<file path="src/rtl/gnms_pkg.sv">
// Shared types and constants for the gradient non-maximum suppression unit.
package gnms_pkg;

    localparam int MAG_W   = 16;
    localparam int PHASE_W = 15;
    localparam int COL_W   = 11;
    localparam int ROW_W   = 12;
    localparam int CFG_W   = 12;
    localparam int CFG_IDX_W = 1;

    localparam logic [CFG_IDX_W-1:0] REG_IMAGE_WIDTH  = 1'd0;
    localparam logic [CFG_IDX_W-1:0] REG_IMAGE_HEIGHT = 1'd1;

    // Depth of the job queue between the front and back ends.
    localparam int QDEPTH = 4;

    typedef logic [MAG_W-1:0]          mag_t;
    typedef logic signed [PHASE_W-1:0] phase_t;

    // Quantized gradient direction. The two diagonals are named after the
    // neighbour on the right: one row down or one row up.
    typedef enum logic [1:0] {
        DIR_HORZ,
        DIR_VERT,
        DIR_DIAG_DOWN,
        DIR_DIAG_UP
    } dir_t;

    // Magnitudes of one window column: row above, centre row, row below.
    typedef struct packed {
        mag_t top;
        mag_t mid;
        mag_t bot;
    } mags_t;

    typedef struct packed {
        mags_t  mag;
        phase_t phase_mid;
        phase_t phase_bot;
        dir_t   dir_mid;
        dir_t   dir_bot;
    } col_t;

    // One job: the window around column col-1 of row row-1 (and row row on
    // the last row), with flags saying which results it yields.
    typedef struct packed {
        logic [COL_W-1:0] col;
        logic [ROW_W-1:0] row;
        logic             has_right;
        logic             last_row;
        mags_t            left;
        col_t             centre;
        col_t             right;
    } job_t;

endpackage

</file>
<file path="src/rtl/gnms_back.sv">
// Back end: walks each job's results, suppresses non-maxima, drives the output.
module gnms_back
    import gnms_pkg::*;
(
    input  logic             aclk,
    input  logic             aresetn,
    input  job_t             job,
    input  logic             q_empty,
    output logic             q_pop,
    output logic             m_valid,
    input  logic             m_ready,
    output logic [COL_W-1:0] m_column,
    output logic [ROW_W-1:0] m_row,
    output mag_t             m_kept_magnitude,
    output phase_t           m_phase_out,
    output logic             m_last
);

    // Bit 1 picks the right-hand centre column, bit 0 the bottom centre row.
    localparam logic [1:0] SUB_M_MID = 2'b00;
    localparam logic [1:0] SUB_M_BOT = 2'b01;
    localparam logic [1:0] SUB_R_MID = 2'b10;
    localparam logic [1:0] SUB_R_BOT = 2'b11;

    logic [1:0]       sub_reg;
    logic [1:0]       sub_next;
    logic             sub_done;
    logic             sel_right;
    logic             sel_bot;
    logic             out_free;
    logic             emit;

    mags_t            lcol;
    mags_t            ccol;
    mags_t            rcol;
    mag_t             nb [3][3];
    col_t             cc;
    phase_t           ctr_phase;
    dir_t             ctr_dir;
    mag_t             ctr_mag;
    mag_t             nb_a;
    mag_t             nb_b;
    mag_t             kept;

    logic             m_valid_reg;
    logic [COL_W-1:0] m_column_reg;
    logic [ROW_W-1:0] m_row_reg;
    mag_t             m_kept_magnitude_reg;
    phase_t           m_phase_out_reg;
    logic             m_last_reg;

    assign sel_right = sub_reg[1];
    assign sel_bot   = sub_reg[0];

    always_comb begin
        sub_next = SUB_M_MID;
        sub_done = 1'b1;
        unique case (sub_reg)
            SUB_M_MID: begin
                if (job.last_row) begin
                    sub_next = SUB_M_BOT;
                    sub_done = 1'b0;
                end else if (job.has_right) begin
                    sub_next = SUB_R_MID;
                    sub_done = 1'b0;
                end
            end
            SUB_M_BOT: begin
                if (job.has_right) begin
                    sub_next = SUB_R_MID;
                    sub_done = 1'b0;
                end
            end
            SUB_R_MID: begin
                if (job.last_row) begin
                    sub_next = SUB_R_BOT;
                    sub_done = 1'b0;
                end
            end
            SUB_R_BOT: begin
                sub_done = 1'b1;
            end
        endcase
    end

    // 3x3 neighbourhood of the current centre, clamped at the right edge
    // and below the last row.
    always_comb begin
        lcol = sel_right ? job.centre.mag : job.left;
        ccol = sel_right ? job.right.mag : job.centre.mag;
        rcol = job.right.mag;
        nb[0][0] = sel_bot ? lcol.mid : lcol.top;
        nb[1][0] = sel_bot ? lcol.bot : lcol.mid;
        nb[2][0] = lcol.bot;
        nb[0][1] = sel_bot ? ccol.mid : ccol.top;
        nb[1][1] = sel_bot ? ccol.bot : ccol.mid;
        nb[2][1] = ccol.bot;
        nb[0][2] = sel_bot ? rcol.mid : rcol.top;
        nb[1][2] = sel_bot ? rcol.bot : rcol.mid;
        nb[2][2] = rcol.bot;
    end

    always_comb begin
        cc        = sel_right ? job.right : job.centre;
        ctr_phase = sel_bot ? cc.phase_bot : cc.phase_mid;
        ctr_dir   = sel_bot ? cc.dir_bot : cc.dir_mid;
        ctr_mag   = nb[1][1];
        unique case (ctr_dir)
            DIR_HORZ: begin
                nb_a = nb[1][2];
                nb_b = nb[1][0];
            end
            DIR_VERT: begin
                nb_a = nb[2][1];
                nb_b = nb[0][1];
            end
            DIR_DIAG_DOWN: begin
                nb_a = nb[2][2];
                nb_b = nb[0][0];
            end
            DIR_DIAG_UP: begin
                nb_a = nb[0][2];
                nb_b = nb[2][0];
            end
        endcase
        kept = ((nb_a > ctr_mag) || (nb_b > ctr_mag)) ? '0 : ctr_mag;
    end

    assign out_free = !m_valid_reg || m_ready;
    assign emit     = !q_empty && out_free;
    assign q_pop    = emit && sub_done;

    always_ff @(posedge aclk) begin
        if (!aresetn) begin
            sub_reg     <= SUB_M_MID;
            m_valid_reg <= 1'b0;
        end else begin
            if (emit) begin
                sub_reg     <= sub_next;
                m_valid_reg <= 1'b1;
            end else if (m_ready) begin
                m_valid_reg <= 1'b0;
            end
        end
    end

    always_ff @(posedge aclk) begin
        if (emit) begin
            m_column_reg         <= sel_right ? job.col : job.col - 11'd1;
            m_row_reg            <= sel_bot ? job.row : job.row - 12'd1;
            m_kept_magnitude_reg <= kept;
            m_phase_out_reg      <= ctr_phase;
            m_last_reg           <= sub_done;
        end
    end

    assign m_valid          = m_valid_reg;
    assign m_column         = m_column_reg;
    assign m_row            = m_row_reg;
    assign m_kept_magnitude = m_kept_magnitude_reg;
    assign m_phase_out      = m_phase_out_reg;
    assign m_last           = m_last_reg;

endmodule

</file>
<file path="config.mk">
export PLATFORM = sky130hd
export DESIGN_NAME = gnms_back
export DESIGN_NICKNAME = d
export VERILOG_FILES = /design/src/rtl/gnms_pkg.sv /design/src/rtl/gnms_back.sv
export SDC_FILE = /design/constraint.sdc
export NUM_CORES = 1
export LEC_CHECK = 0
export ABC_AREA = 1
export BUFFER_PORTS_ARGS = -buffer_cell sky130_fd_sc_hd__buf_2
export CORE_MARGIN = 5
export CORE_UTILIZATION = 49
export CTS_CLUSTER_DIAMETER = 30
export DETAILED_ROUTE_END_ITERATION = 12
export PLACE_DENSITY = 0.9
export SYNTH_ARGS = -nofsm -noshare
export SYNTH_HDL_FRONTEND = slang
export SYNTH_SLANG_ARGS = --single-unit
</file>
<file path="constraint.sdc">
create_clock -name aclk -period 6.4 [get_ports aclk]
set_input_delay 0.96 -clock aclk [delete_from_list [all_inputs] [get_ports aclk]]
set_output_delay 0.96 -clock aclk [all_outputs]
set_load 0.05 [all_outputs]
</file>
==> metrics.csv <==
metric;value;unit
finalWeightedCongestion;0.939;
cts_post_setup_buffers_inserted;0;
slew_at_the_pin_closest_to_its_max_slew_limit;1260;ps
drc_errors;0;
post_drt_wl_per_cell;15.9;microns
r2r_slack;1540;ps
floorplan.core_area;13100;sq um
drt-initial-drc-count;809;
synth.net_count;1334;
max_freq;206;MHz
cts.sink_count;58;
power_frac_clock;27.7;%
pins_over_slew_limit;0;
initial_core_util;49.4;%
switching_pwr;0.836;mW
synth_flop_cell;edfxtp_1;
syn_avg_cell_area;6.10;sq um
final_layout_size_suffix_gt1_share;26.0;%
die-area;15600;sq um
syn2layout_area_growth;28.2;%
final.hold.worst_slack;508;ps
grt_start_max_net_pins;94;
max-slew-margin-rel;15.8;%
total_leakage_power;4.39;nW
placement.cell_area;7950;sq um
endpoint_kind;flip-flop;
totalWireLength;23.8;mm
critical_path.max_fanout;42;
syn-cell-area;6460;sq um
ant_nets;0;
min_from;m_valid;
clk_root_buffer_cell;clkbuf_16;
rows;42;
cts_repair_resize_count;0;
whs_endpoint;m_valid;
netlist_instances;1059;
final_period_minus_worst_setup_slack;4860;ps
fill_cells;1206;
io_buffer_count;297;
grt_overflow_total;0;
timing.rr.end;m_kept_magnitude[14];
design.portCount;298;
clockBufferDepth;2;
max-cap-violations;0;
clock_tree_from_tritoncts;yes;
grtUsageTotal;29.3;%
yosys_warnings;0;
via_count_of_the_first_global_routing_pass;7624;
holdBufCountCts;0;
largest_reg_flops;16;
worstHoldPathType;reg2reg;
layout.core_utilization;63.3;%
cts.htree.levels;3;
worst_r2r_path_depth;19;
proportion_of_power_drawn_by_flip_flops_and_latches;25.0;%
arrival_worst_endpoint;5030;ps
post-layout-total-power;1.99;mW
reg2reg_from;sub_reg[1];
fraction_of_synthesis_flops_using_an_asynchronous_set_or_reset_pin;0;%
cellPowerDensity;240;nW/um^2
total_clock_buffers_created_by_cts;9;
yosys_register_bits;58;
synth-edff-count;55;
power.combinational.fraction;47.3;%
worst_setup_path_start_kind;flip-flop;
setup.worst_path.class;reg2reg;
grt_setup_unrepaired;no;
yosys.cell_types.count;35;
place_hpwl;18.4;mm
seq_area_frac_synth;26.5;%
nets;1588;
outcome;completed;
die_h;125;microns
internal_power_contribution;1.16;mW
finalSetupViolations;0;
holdPathStages;2;
wp_data_required;6580;ps
post-route-cell-area;8290;sq um
clock_insertion_delay_worst_skew;330;ps
route.vias.total;8118;
fp.dieW;125;microns
dr.pass1.iters;6;
post-route-period-util;75.9;%
antenna_found_initial;4;
irDropWorstVdd;136;uV
cts.reportedPaths.clkPinSlew;50;ps
setup_tns;0;ps
finalHoldViolations;0;
detail_route.vias_per_cell;5.42;
final.setup_skew;4.99;ps
power_switching_share;41.9;%
wire_length_of_the_first_global_routing_pass;37.6;mm
==> through the flow <==
step | setup slack, ps | std cells
3_5_place_dp | 1690 | 1478
2_1_floorplan | 507 | 1059
5_1_grt | 1220 | 1497
3_3_place_gp | 1870 | 1478
6_report | 1540 | 1497
4_1_cts | 1670 | 1494
==> layout make-up <==
type	count	area [sq um]	share of cell area [%]
diodes	3	7.51	0.0906
clock buffers	11	233	2.81
clock inverters	5	103	1.24
inverters	69	259	3.12
multi-input cells	872	4220	50.9
flip-flops and latches	58	1720	20.7
well taps	176	220	2.66
repair buffers	303	1530	18.5
==> per-layer routing <==
metal	GRT usage, %	wire, microns
met4	12.1	946
met3	5.45	2350
met2	50.3	11300
met5	0	12
met1	36.2	9250
==> synth_stat cells, types with 2 or more instances <==
| cell type | n | area share [%] |
|---|---|---|
| xor2_1 | 12 | 1.6 |
| o21ai_1 | 8 | 0.62 |
| mux2i_1 | 3 | 0.46 |
| o22ai_1 | 17 | 1.6 |
| edfxtp_1 | 55 | 26 |
| inv_2 | 5 | 0.29 |
| o21ai_0 | 72 | 5.6 |
| nand2_2 | 4 | 0.39 |
| a22oi_1 | 15 | 1.7 |
| nand2_1 | 420 | 24 |
| nand4_1 | 21 | 2.0 |
| clkbuf_1 | 23 | 1.3 |
| xnor2_1 | 7 | 0.95 |
| nor2_8 | 2 | 0.62 |
| nor2_1 | 123 | 7.1 |
| nor3_1 | 6 | 0.46 |
| buf_2 | 23 | 1.8 |
| a21oi_1 | 35 | 2.7 |
| a21o_1 | 2 | 0.23 |
| inv_1 | 64 | 3.7 |
| nor4_1 | 2 | 0.19 |
| ha_1 | 34 | 6.6 |
| or2_2 | 7 | 0.68 |
| buf_1 | 7 | 0.41 |
| nor2_4 | 3 | 0.52 |
| buf_4 | 4 | 0.46 |
| nand3_1 | 73 | 5.7 |
| buf_6 | 3 | 0.52 |
| dfxtp_1 | 3 | 0.93 |
==> layout by cell type (no fill, tap or decap), drive strengths merged, types with 3 or more instances in the layout <==
| cell | n |
|---|---|
| a21oi | 35 |
| a22oi | 15 |
| buf | 303 |
| bufinv | 3 |
| clkbuf | 11 |
| dfxtp | 3 |
| diode | 3 |
| edfxtp | 55 |
| ha | 34 |
| inv | 69 |
| mux2i | 3 |
| nand2 | 424 |
| nand3 | 73 |
| nand4 | 22 |
| nor2 | 129 |
| nor3 | 6 |
| o21ai | 80 |
| o22ai | 17 |
| or2 | 7 |
| xnor2 | 7 |
| xor2 | 12 |
==> critical path, cell delays in order, from the launching register on <==
cell and delay (ps):
dfxtp_4 620, nand2_2 480, inv_2 460, nand2_1 90
nand2_1 90, nor2_2 30, buf_4 210, nor2_2 990
nand2_1 120, nand3_1 130, nand2_1 50, inv_1 50
ha_1 240, a21oi_1 160, o21ai_0 130, a21oi_1 140
nand2_1 60, nand2_1 50, nand2_1 330, nor2_1 220
==> worst max path at each step <==
stage	startpoint	to	slack [ps]	cells past startpoint
global placement	sub_reg[1]	m_kept_magnitude[4]	1870	19
detailed placement	sub_reg[1]	m_kept_magnitude[14]	1690	19
CTS	sub_reg[1]	m_kept_magnitude[14]	1670	19
finish	sub_reg[1]	m_kept_magnitude[14]	1540	19
global route	sub_reg[1]	m_kept_magnitude[1]	1220	19
floorplan	m_ready	q_pop	510	4
==> cell families after synthesis <==
logic type / count (synthesis) / share of synthesized area [%]
and+or+nand+nor: 663 / 42.4
AOI/OAI and AO/OA: 153 / 13.0
buffers and inverters: 129 / 8.52
DFF: 58 / 26.5
adders and majority gates: 34 / 6.58
xor gates and xnor gates: 19 / 2.57
muxes: 3 / 0.465
==> power by group through the flow <==
stage                     logic (mW)  clock network (mW)  registers, mW
final                          0.942               0.552          0.498
after global routing            1.04               0.571          0.502
after CTS                      0.931               0.559          0.498
after detailed placement       0.927                   0          0.505
after global placement         0.908                   0          0.504
after floorplan                0.522                   0          0.656
(Power assumes the default switching activity.)
