==> src/rtl/gnms_pkg.sv <==
// Shared types and constants for the gradient non-maximum suppression unit.
package gnms_pkg;

    localparam int MAG_W   = 16;
    localparam int PHASE_W = 15;
    localparam int COL_W   = 11;
    localparam int ROW_W   = 12;
    localparam int CFG_W   = 12;
    localparam int CFG_IDX_W = 1;

    localparam logic [CFG_IDX_W-1:0] REG_IMAGE_WIDTH  = 1'd0;
    localparam logic [CFG_IDX_W-1:0] REG_IMAGE_HEIGHT = 1'd1;

    // Depth of the job queue between the front and back ends.
    localparam int QDEPTH = 4;

    typedef logic [MAG_W-1:0]          mag_t;
    typedef logic signed [PHASE_W-1:0] phase_t;

    // Quantized gradient direction. The two diagonals are named after the
    // neighbour on the right: one row down or one row up.
    typedef enum logic [1:0] {
        DIR_HORZ,
        DIR_VERT,
        DIR_DIAG_DOWN,
        DIR_DIAG_UP
    } dir_t;

    // Magnitudes of one window column: row above, centre row, row below.
    typedef struct packed {
        mag_t top;
        mag_t mid;
        mag_t bot;
    } mags_t;

    typedef struct packed {
        mags_t  mag;
        phase_t phase_mid;
        phase_t phase_bot;
        dir_t   dir_mid;
        dir_t   dir_bot;
    } col_t;

    // One job: the window around column col-1 of row row-1 (and row row on
    // the last row), with flags saying which results it yields.
    typedef struct packed {
        logic [COL_W-1:0] col;
        logic [ROW_W-1:0] row;
        logic             has_right;
        logic             last_row;
        mags_t            left;
        col_t             centre;
        col_t             right;
    } job_t;

endpackage

==> src/rtl/gnms_queue.sv <==
// Small job queue that decouples the front end from the back end.
module gnms_queue
    import gnms_pkg::*;
(
    input  logic aclk,
    input  logic aresetn,
    input  logic push,
    input  job_t push_job,
    output logic full,
    input  logic pop,
    output job_t head_job,
    output logic empty
);

    localparam int PW = $clog2(QDEPTH);

    job_t          q_mem [QDEPTH];
    logic [PW-1:0] wr_ptr_reg;
    logic [PW-1:0] rd_ptr_reg;
    logic [PW:0]   count_reg;
    logic          do_push;
    logic          do_pop;

    assign full     = (count_reg == (PW + 1)'(QDEPTH));
    assign empty    = (count_reg == '0);
    assign do_push  = push && !full;
    assign do_pop   = pop && !empty;
    assign head_job = q_mem[rd_ptr_reg];

    always_ff @(posedge aclk) begin
        if (!aresetn) begin
            wr_ptr_reg <= '0;
            rd_ptr_reg <= '0;
            count_reg  <= '0;
        end else begin
            if (do_push) begin
                wr_ptr_reg <= wr_ptr_reg + 1'b1;
            end
            if (do_pop) begin
                rd_ptr_reg <= rd_ptr_reg + 1'b1;
            end
            if (do_push && !do_pop) begin
                count_reg <= count_reg + 1'b1;
            end else if (do_pop && !do_push) begin
                count_reg <= count_reg - 1'b1;
            end
        end
    end

    always_ff @(posedge aclk) begin
        if (do_push) begin
            q_mem[wr_ptr_reg] <= push_job;
        end
    end

endmodule

==> config.mk <==
export PLATFORM = sky130hd
export DESIGN_NAME = gnms_queue
export DESIGN_NICKNAME = d
export VERILOG_FILES = /design/src/rtl/gnms_pkg.sv /design/src/rtl/gnms_queue.sv
export SDC_FILE = /design/constraint.sdc
export NUM_CORES = 1
export LEC_CHECK = 0
export BUFFER_PORTS_ARGS = -buffer_cell sky130_fd_sc_hd__buf_2
export CAP_MARGIN = 40
export CORE_MARGIN = 2
export CORE_UTILIZATION = 45
export CTS_CLUSTER_DIAMETER = 150
export DETAILED_ROUTE_END_ITERATION = 8
export SETUP_SLACK_MARGIN = 0.3
export SYNTH_ARGS = -nofsm -noshare
export SYNTH_HDL_FRONTEND = slang
export SYNTH_SLANG_ARGS = --single-unit
==> constraint.sdc <==
create_clock -name aclk -period 16.05 [get_ports aclk]
set_input_delay 2.4075 -clock aclk [delete_from_list [all_inputs] [get_ports aclk]]
set_output_delay 2.4075 -clock aclk [all_outputs]
set_load 0.005 [all_outputs]
==> out/metrics.csv, run 1 <==
metric,value,unit
status,completed,
skew,0.0466,ns
yosysWarnings,0,
die_w,283,µm
grt_max_degree,115,
met2_usage,28.4,%
die_area,79900,µm²
floorplan.initialDensity,45.2,%
gp_congestion,0.745,
fmax,146,MHz
cts_buffers,97,
path_clk_slew,0.06,ns
grt_util_met1,22.3,%
cts.hold.buffers_added,0,
synth-edff-count,948,
syn_inst,1286,
crit_fanout,39,
syn-mean-instance-area,27.2,µm²
vdd.ir_drop.worst,0.111,mV
final_nets,2095,
num-fill-cells,5930,
drive_gt1_share,47.0,%
rsz0062_at_grt,false,
crit_required,13.64,ns
seq_power_share,46.2,%
ys_seq_elements,957,
critical_path_class,reg2out,
antenna_found_initial,27,
grt_pass1_wl,104,mm
wire_per_inst,23.8,µm
core,77200,µm²
viasPerCell,5.21,
hold_path.class,reg2reg,
clkPwrFrac,32.7,%
finalSetupTns,0,ns
yosysMostFrequentCell,edfxtp_1,
synthToLayoutAreaGrowth,19.7,%
hold_violations,0,
finalWirelength,71.0,mm
synthDistinctLibCells,24,
synthTopCellsByCount,"edfxtp_1 (948), mux4_2 (237), buf_12 (25), buf_2 (24), dfxtp_1 (9)",
grt_pass1_vias,16300,
worst_pin_slew,0.846,ns
p_per_area,161,nW/µm²
switchingPower,1.70,mW
grt_use_met3,6.15,%
io_pins,480,
ys_async_sr_fraction,0,%
cp.arrival,4.45,ns
fin_crit,6.86,ns
synthFlopType,edfxtp_1,
syn_area,34900,µm²
cts.htree.levels,3,
fin_cells,2978,
antenna_left,0,
die_h,283,µm
drc,0,
io_buffers,479,
fin_crit_sh,42.7,%
first_pass_iters,5,
crit_path_start_kind,flop,
power.leakage,13.9,nW
cts_resized,0,
dp.cells,2789,
cts.sinks,957,
vias,15500,
cts_tree,done,
gr-total-overflow,0,
rows,102,
synth_top_area_share,81.5,%
yosysSeqAreaShare,82.0,%
syn_nets,1533,
combPwrFrac,21.1,%
power_switching_share,25.2,%
slew_viol_final,0,
hpwl,44.7,mm
yosysTopAreaCell,edfxtp_1,
synthTopCellsByArea,"edfxtp_1 (81%), mux4_2 (15%), buf_12 (1.4%)",
setup_viol,0,
post_cts_buffers,0,
maxCapViolations,0,
grt.total_usage,17.6,%
grt.busiest_layer,met2,
intPower,5.03,mW
cts.path.max_buffers,3,
max-slew-margin-rel,43.6,%
clock-root-buffer,clkbuf_16,
largest_reg_flops,948,
end_kind,primary output,
clk_latency,0.65,ns
drt_iter0_markers,1038,
==> stage by stage <==
stage	power (mW)	cell area [µm²]	hold WS (ns)	worst slack, ns	utilization [%]
2_1_floorplan	4.14	34900	0.468	7.24	-
3_3_place_gp	4.57	38200	0.480	9.20	49.4
3_5_place_dp	4.63	38600	0.500	9.58	50.0
4_1_cts	6.85	41800	0.509	8.88	54.1
5_1_grt	7.03	41800	0.535	8.69	54.1
6_report	6.73	41800	0.504	9.19	54.2
==> power groups by stage <==
stage	clock network, mW	registers, mW	logic (mW)
6_report	2.20	3.11	1.42
3_3_place_gp	0	3.17	1.40
3_5_place_dp	0	3.17	1.46
2_1_floorplan	0	3.18	0.960
4_1_cts	2.26	3.12	1.47
5_1_grt	2.35	3.14	1.54
==> final cells by class <==
cell class	instances	area (µm²)	share of cell area, %
clock inverter	68	677	1.62
tap	1040	1300	3.11
inverter	3	11.3	0.0269
sequential	957	28700	68.5
clock buffer	111	2480	5.93
antenna	10	25.0	0.0598
timing repair buffer	518	3050	7.29
multi-input combinational	271	5620	13.4
==> worst max-delay path, cell delays in order, from the launching register on <==
cell	delay [ns]
dfxtp_4	0.83
buf_4	0.52
buf_12	0.27
buf_4	0.33
buf_16	0.30
buf_4	0.69
mux4_2	0.61
buf_2	0.16
==> layout by cell type, fill, tap and decap left out, types with 7 or more instances in the layout <==
master and count:
diode_2 10, clkinvlp_4 8, clkinv_1 20, clkinv_2 23
clkbuf_1 14, buf_4 20, buf_2 479, clkbuf_16 97
bufinv_16 10, edfxtp_1 948, mux4_2 237, dfxtp_1 7
buf_16 16
==> logic make-up (layout without fill, tap and decap cells) <==
| family | count (synthesis) | after routing | share of synthesized area [%] |
|---|---|---|---|
| AOI/OAI and AO/OA | 4 | 4 | 0.0824 |
| xor gates and xnor gates | 4 | 4 | 0.100 |
| adders and majority gates | 6 | 6 | 0.236 |
| buffers and inverters | 58 | 700 | 1.93 |
| DFF | 957 | 957 | 82.0 |
| muxes | 240 | 240 | 15.4 |
| other | 0 | 10 | 0 |
| and+or+nand+nor | 17 | 17 | 0.276 |
==> metal layers <==
metal  vias up  share of wire [%]
li1       6750                  -
met1      8133                 39
met2       467                 50
met3       142                8.2
met4        32                2.7
met5         -               0.29
==> worst paths after layout <==
path                              startpoint                         end  slack, ns  depth (start not counted)
hold reg to reg   wr_ptr_reg[0]$_SDFFE_PN0P_  wr_ptr_reg[0]$_SDFFE_PN0P_       0.50                          2
setup / recovery                        flop               head_job[235]       9.19                          7
setup reg to reg   count_reg[0]$_SDFFE_PN0P_      q_mem[3][23]$_DFFE_PP_      12.68                          6
hold / removal    wr_ptr_reg[0]$_SDFFE_PN0P_  wr_ptr_reg[0]$_SDFFE_PN0P_       0.50                          2
Power figures use the tool's default switching activity.
==> inputs of run 2 (changes only) <==
--- a/config.mk
+++ b/config.mk
@@ -11,6 +11,7 @@
 export CORE_UTILIZATION = 45
 export CTS_CLUSTER_DIAMETER = 150
 export DETAILED_ROUTE_END_ITERATION = 8
+export PLACE_DENSITY = 0.67
 export SETUP_SLACK_MARGIN = 0.3
 export SYNTH_ARGS = -nofsm -noshare
 export SYNTH_HDL_FRONTEND = slang
==> constraint.sdc (replaced) <==
create_clock -name aclk -period 6.2 [get_ports aclk]
set_input_delay 0.93 -clock aclk [delete_from_list [all_inputs] [get_ports aclk]]
set_output_delay 0.93 -clock aclk [all_outputs]
set_load 0.005 [all_outputs]
==> run 2 against run 1 <==
- clock power grew to 2.7 times the previous value
- combinational power grew to 2.5 times the previous value
- first-iteration DRC count is 7.4% lower
- clock skew is 0.020 ns lower
- count of clock-buffer cells in the layout is 7 higher
==> out/metrics.csv, run 2 (synthesized netlist as in run 1, its figures left out) <==
metric,value,unit,change
status,completed,,unchanged
drt_iter0_markers,961,,was 1038
synthToLayoutAreaGrowth,19.3,%,was 19.7%
maxCapViolations,0,,unchanged
end_kind,primary output,,unchanged
vdd.ir_drop.worst,0.281,mV,was 0.111 mV
fin_crit_sh,60.7,%,
gp_congestion,0.747,,was 0.745
p_per_area,422,nW/µm²,was 161 nW/µm²
num-fill-cells,5809,,was 5930
finalWirelength,70.6,mm,was 71.0 mm
setup_viol,0,,unchanged
cp.arrival,2.84,ns,was 4.45 ns
worst_pin_slew,0.802,ns,was 0.846 ns
power.leakage,13.8,nW,was 13.9 nW
path_clk_slew,0.06,ns,about the same
cts.hold.buffers_added,0,,unchanged
crit_fanout,67,,was 39
hold_path.class,in2reg,,was reg2reg
rows,102,,unchanged
die_area,79900,µm²,unchanged
finalSetupTns,0,ns,unchanged
fmax,266,MHz,
antenna_found_initial,29,,was 27
post-place-ws,3.01,ns,was 9.58 ns
skew,0.0266,ns,was 0.0466 ns
final_nets,2081,,was 2095
setup_ws,2.43,ns,was 9.19 ns
core,77200,µm²,unchanged
wire_per_inst,23.7,µm,was 23.8 µm
drc,0,,unchanged
grt_pass1_wl,103,mm,was 104 mm
crit_required,5.27,ns,was 13.64 ns
floorplan.initialDensity,45.2,%,unchanged
first_pass_iters,4,,was 5
grt.total_usage,17.4,%,was 17.6%
final_common_cell,edfxtp_1,,unchanged
drive_gt1_share,46.4,%,was 47.0%
layout_common_cells,"edfxtp_1 (948), buf_2 (479), mux4_2 (237), clkbuf_16 (99)",,"was edfxtp_1 (948), buf_2 (479), mux4_2 (237), clkbuf_16 (97), clkinv_2 (23)"
dp.cells,2774,,was 2789
io_pins,480,,unchanged
cts.htree.levels,3,,unchanged
die_h,283,µm,unchanged
clock-root-buffer,clkbuf_16,,unchanged
vias,15600,,was 15500
crit_path_start_kind,flop,,unchanged
slew_viol_final,0,,unchanged
grt_pass1_vias,16400,,was 16300
clk_latency,0.65,ns,about the same
rsz0062_at_grt,false,,unchanged
die_w,283,µm,unchanged
fin_crit,3.77,ns,
dpl_cell_area,38300,µm²,was 38600 µm²
viasPerCell,5.23,,was 5.21
hold_violations,0,,unchanged
grt_max_degree,112,,was 115
fin_cells,2974,,was 2978
cts_tree,done,,unchanged
max-slew-margin-rel,46.5,%,was 43.6%
cts.path.max_buffers,3,,unchanged
fin_hold_ws,0.492,ns,was 0.504 ns
io_buffers,479,,unchanged
critical_path_class,reg2out,,unchanged
cts_resized,0,,unchanged
post_cts_buffers,0,,unchanged
hpwl,42.2,mm,was 44.7 mm
largest_reg_flops,948,,unchanged
fin_area,41700,µm²,was 41800 µm²
cts.sinks,957,,unchanged
antenna_left,0,,unchanged
cts_buffers,98,,was 97
gr-total-overflow,0,,unchanged
## run 2: cell types whose count changed in the layout (fill, tap and decap cells not counted), moves of 5 or more
cell / change
buf_4: -9
diode_2: +10
buf_12: +8
buf_16: -14
clkinv_2: -6
clkbuf_1: +5
bufinv_16: +5
## run 2: area by class of cell
cell class	instances	area [µm²]	area share, %
multi-input combinational	271	5620	13.5
antenna	20	50.0	0.120
inverter	3	11.3	0.0270
tap	1040	1300	3.12
clock buffer	118	2550	6.11
timing repair buffer	503	2760	6.61
sequential	957	28700	68.7
clock inverter	62	741	1.78
## run 2: where the power goes
part	internal [mW]	total, mW	switching (mW)
clock	3.56	5.91	2.36
combinational	1.81	3.61	1.80
sequential	7.85	8.06	0.209
total	13.2	17.6	4.36
## run 2: per-layer routing
| metal | vias up | wire length [µm] | GRT usage [%] |
|---|---|---|---|
| met5 | - | 125 | 0 |
| met4 | 22 | 2170 | 7.65 |
| met3 | 148 | 5140 | 5.26 |
| met2 | 462 | 36600 | 29.0 |
| met1 | 8208 | 26500 | 21.2 |
| li1 | 6719 | - | - |
## run 2: final timing paths
path                              start                    endpoint  slack, ns  cells after the start
max reg2reg   count_reg[0]$_SDFFE_PN0P_     q_mem[3][202]$_DFFE_PP_       3.45                      5
min reg2reg  wr_ptr_reg[0]$_SDFFE_PN0P_  wr_ptr_reg[0]$_SDFFE_PN0P_       0.50                      2
min                        push_job[32]      q_mem[0][32]$_DFFE_PP_       0.49                      1
max                                flop                head_job[29]       2.43                      3
## run 2: worst max-delay path, cell delays in order, from the launching register on
cell and delay (ns):
dfxtp_4 0.82, buf_12 0.48, mux4_2 0.61, buf_2 0.15
## run 2: metrics by stage
stage / power (mW) / util, %
global route: 18.4 / 54.0
detailed placement: 11.9 / 49.7
CTS: 17.9 / 53.9
floorplan: 10.6 / -
global placement: 11.8 / 49.6
finish: 17.6 / 54.0
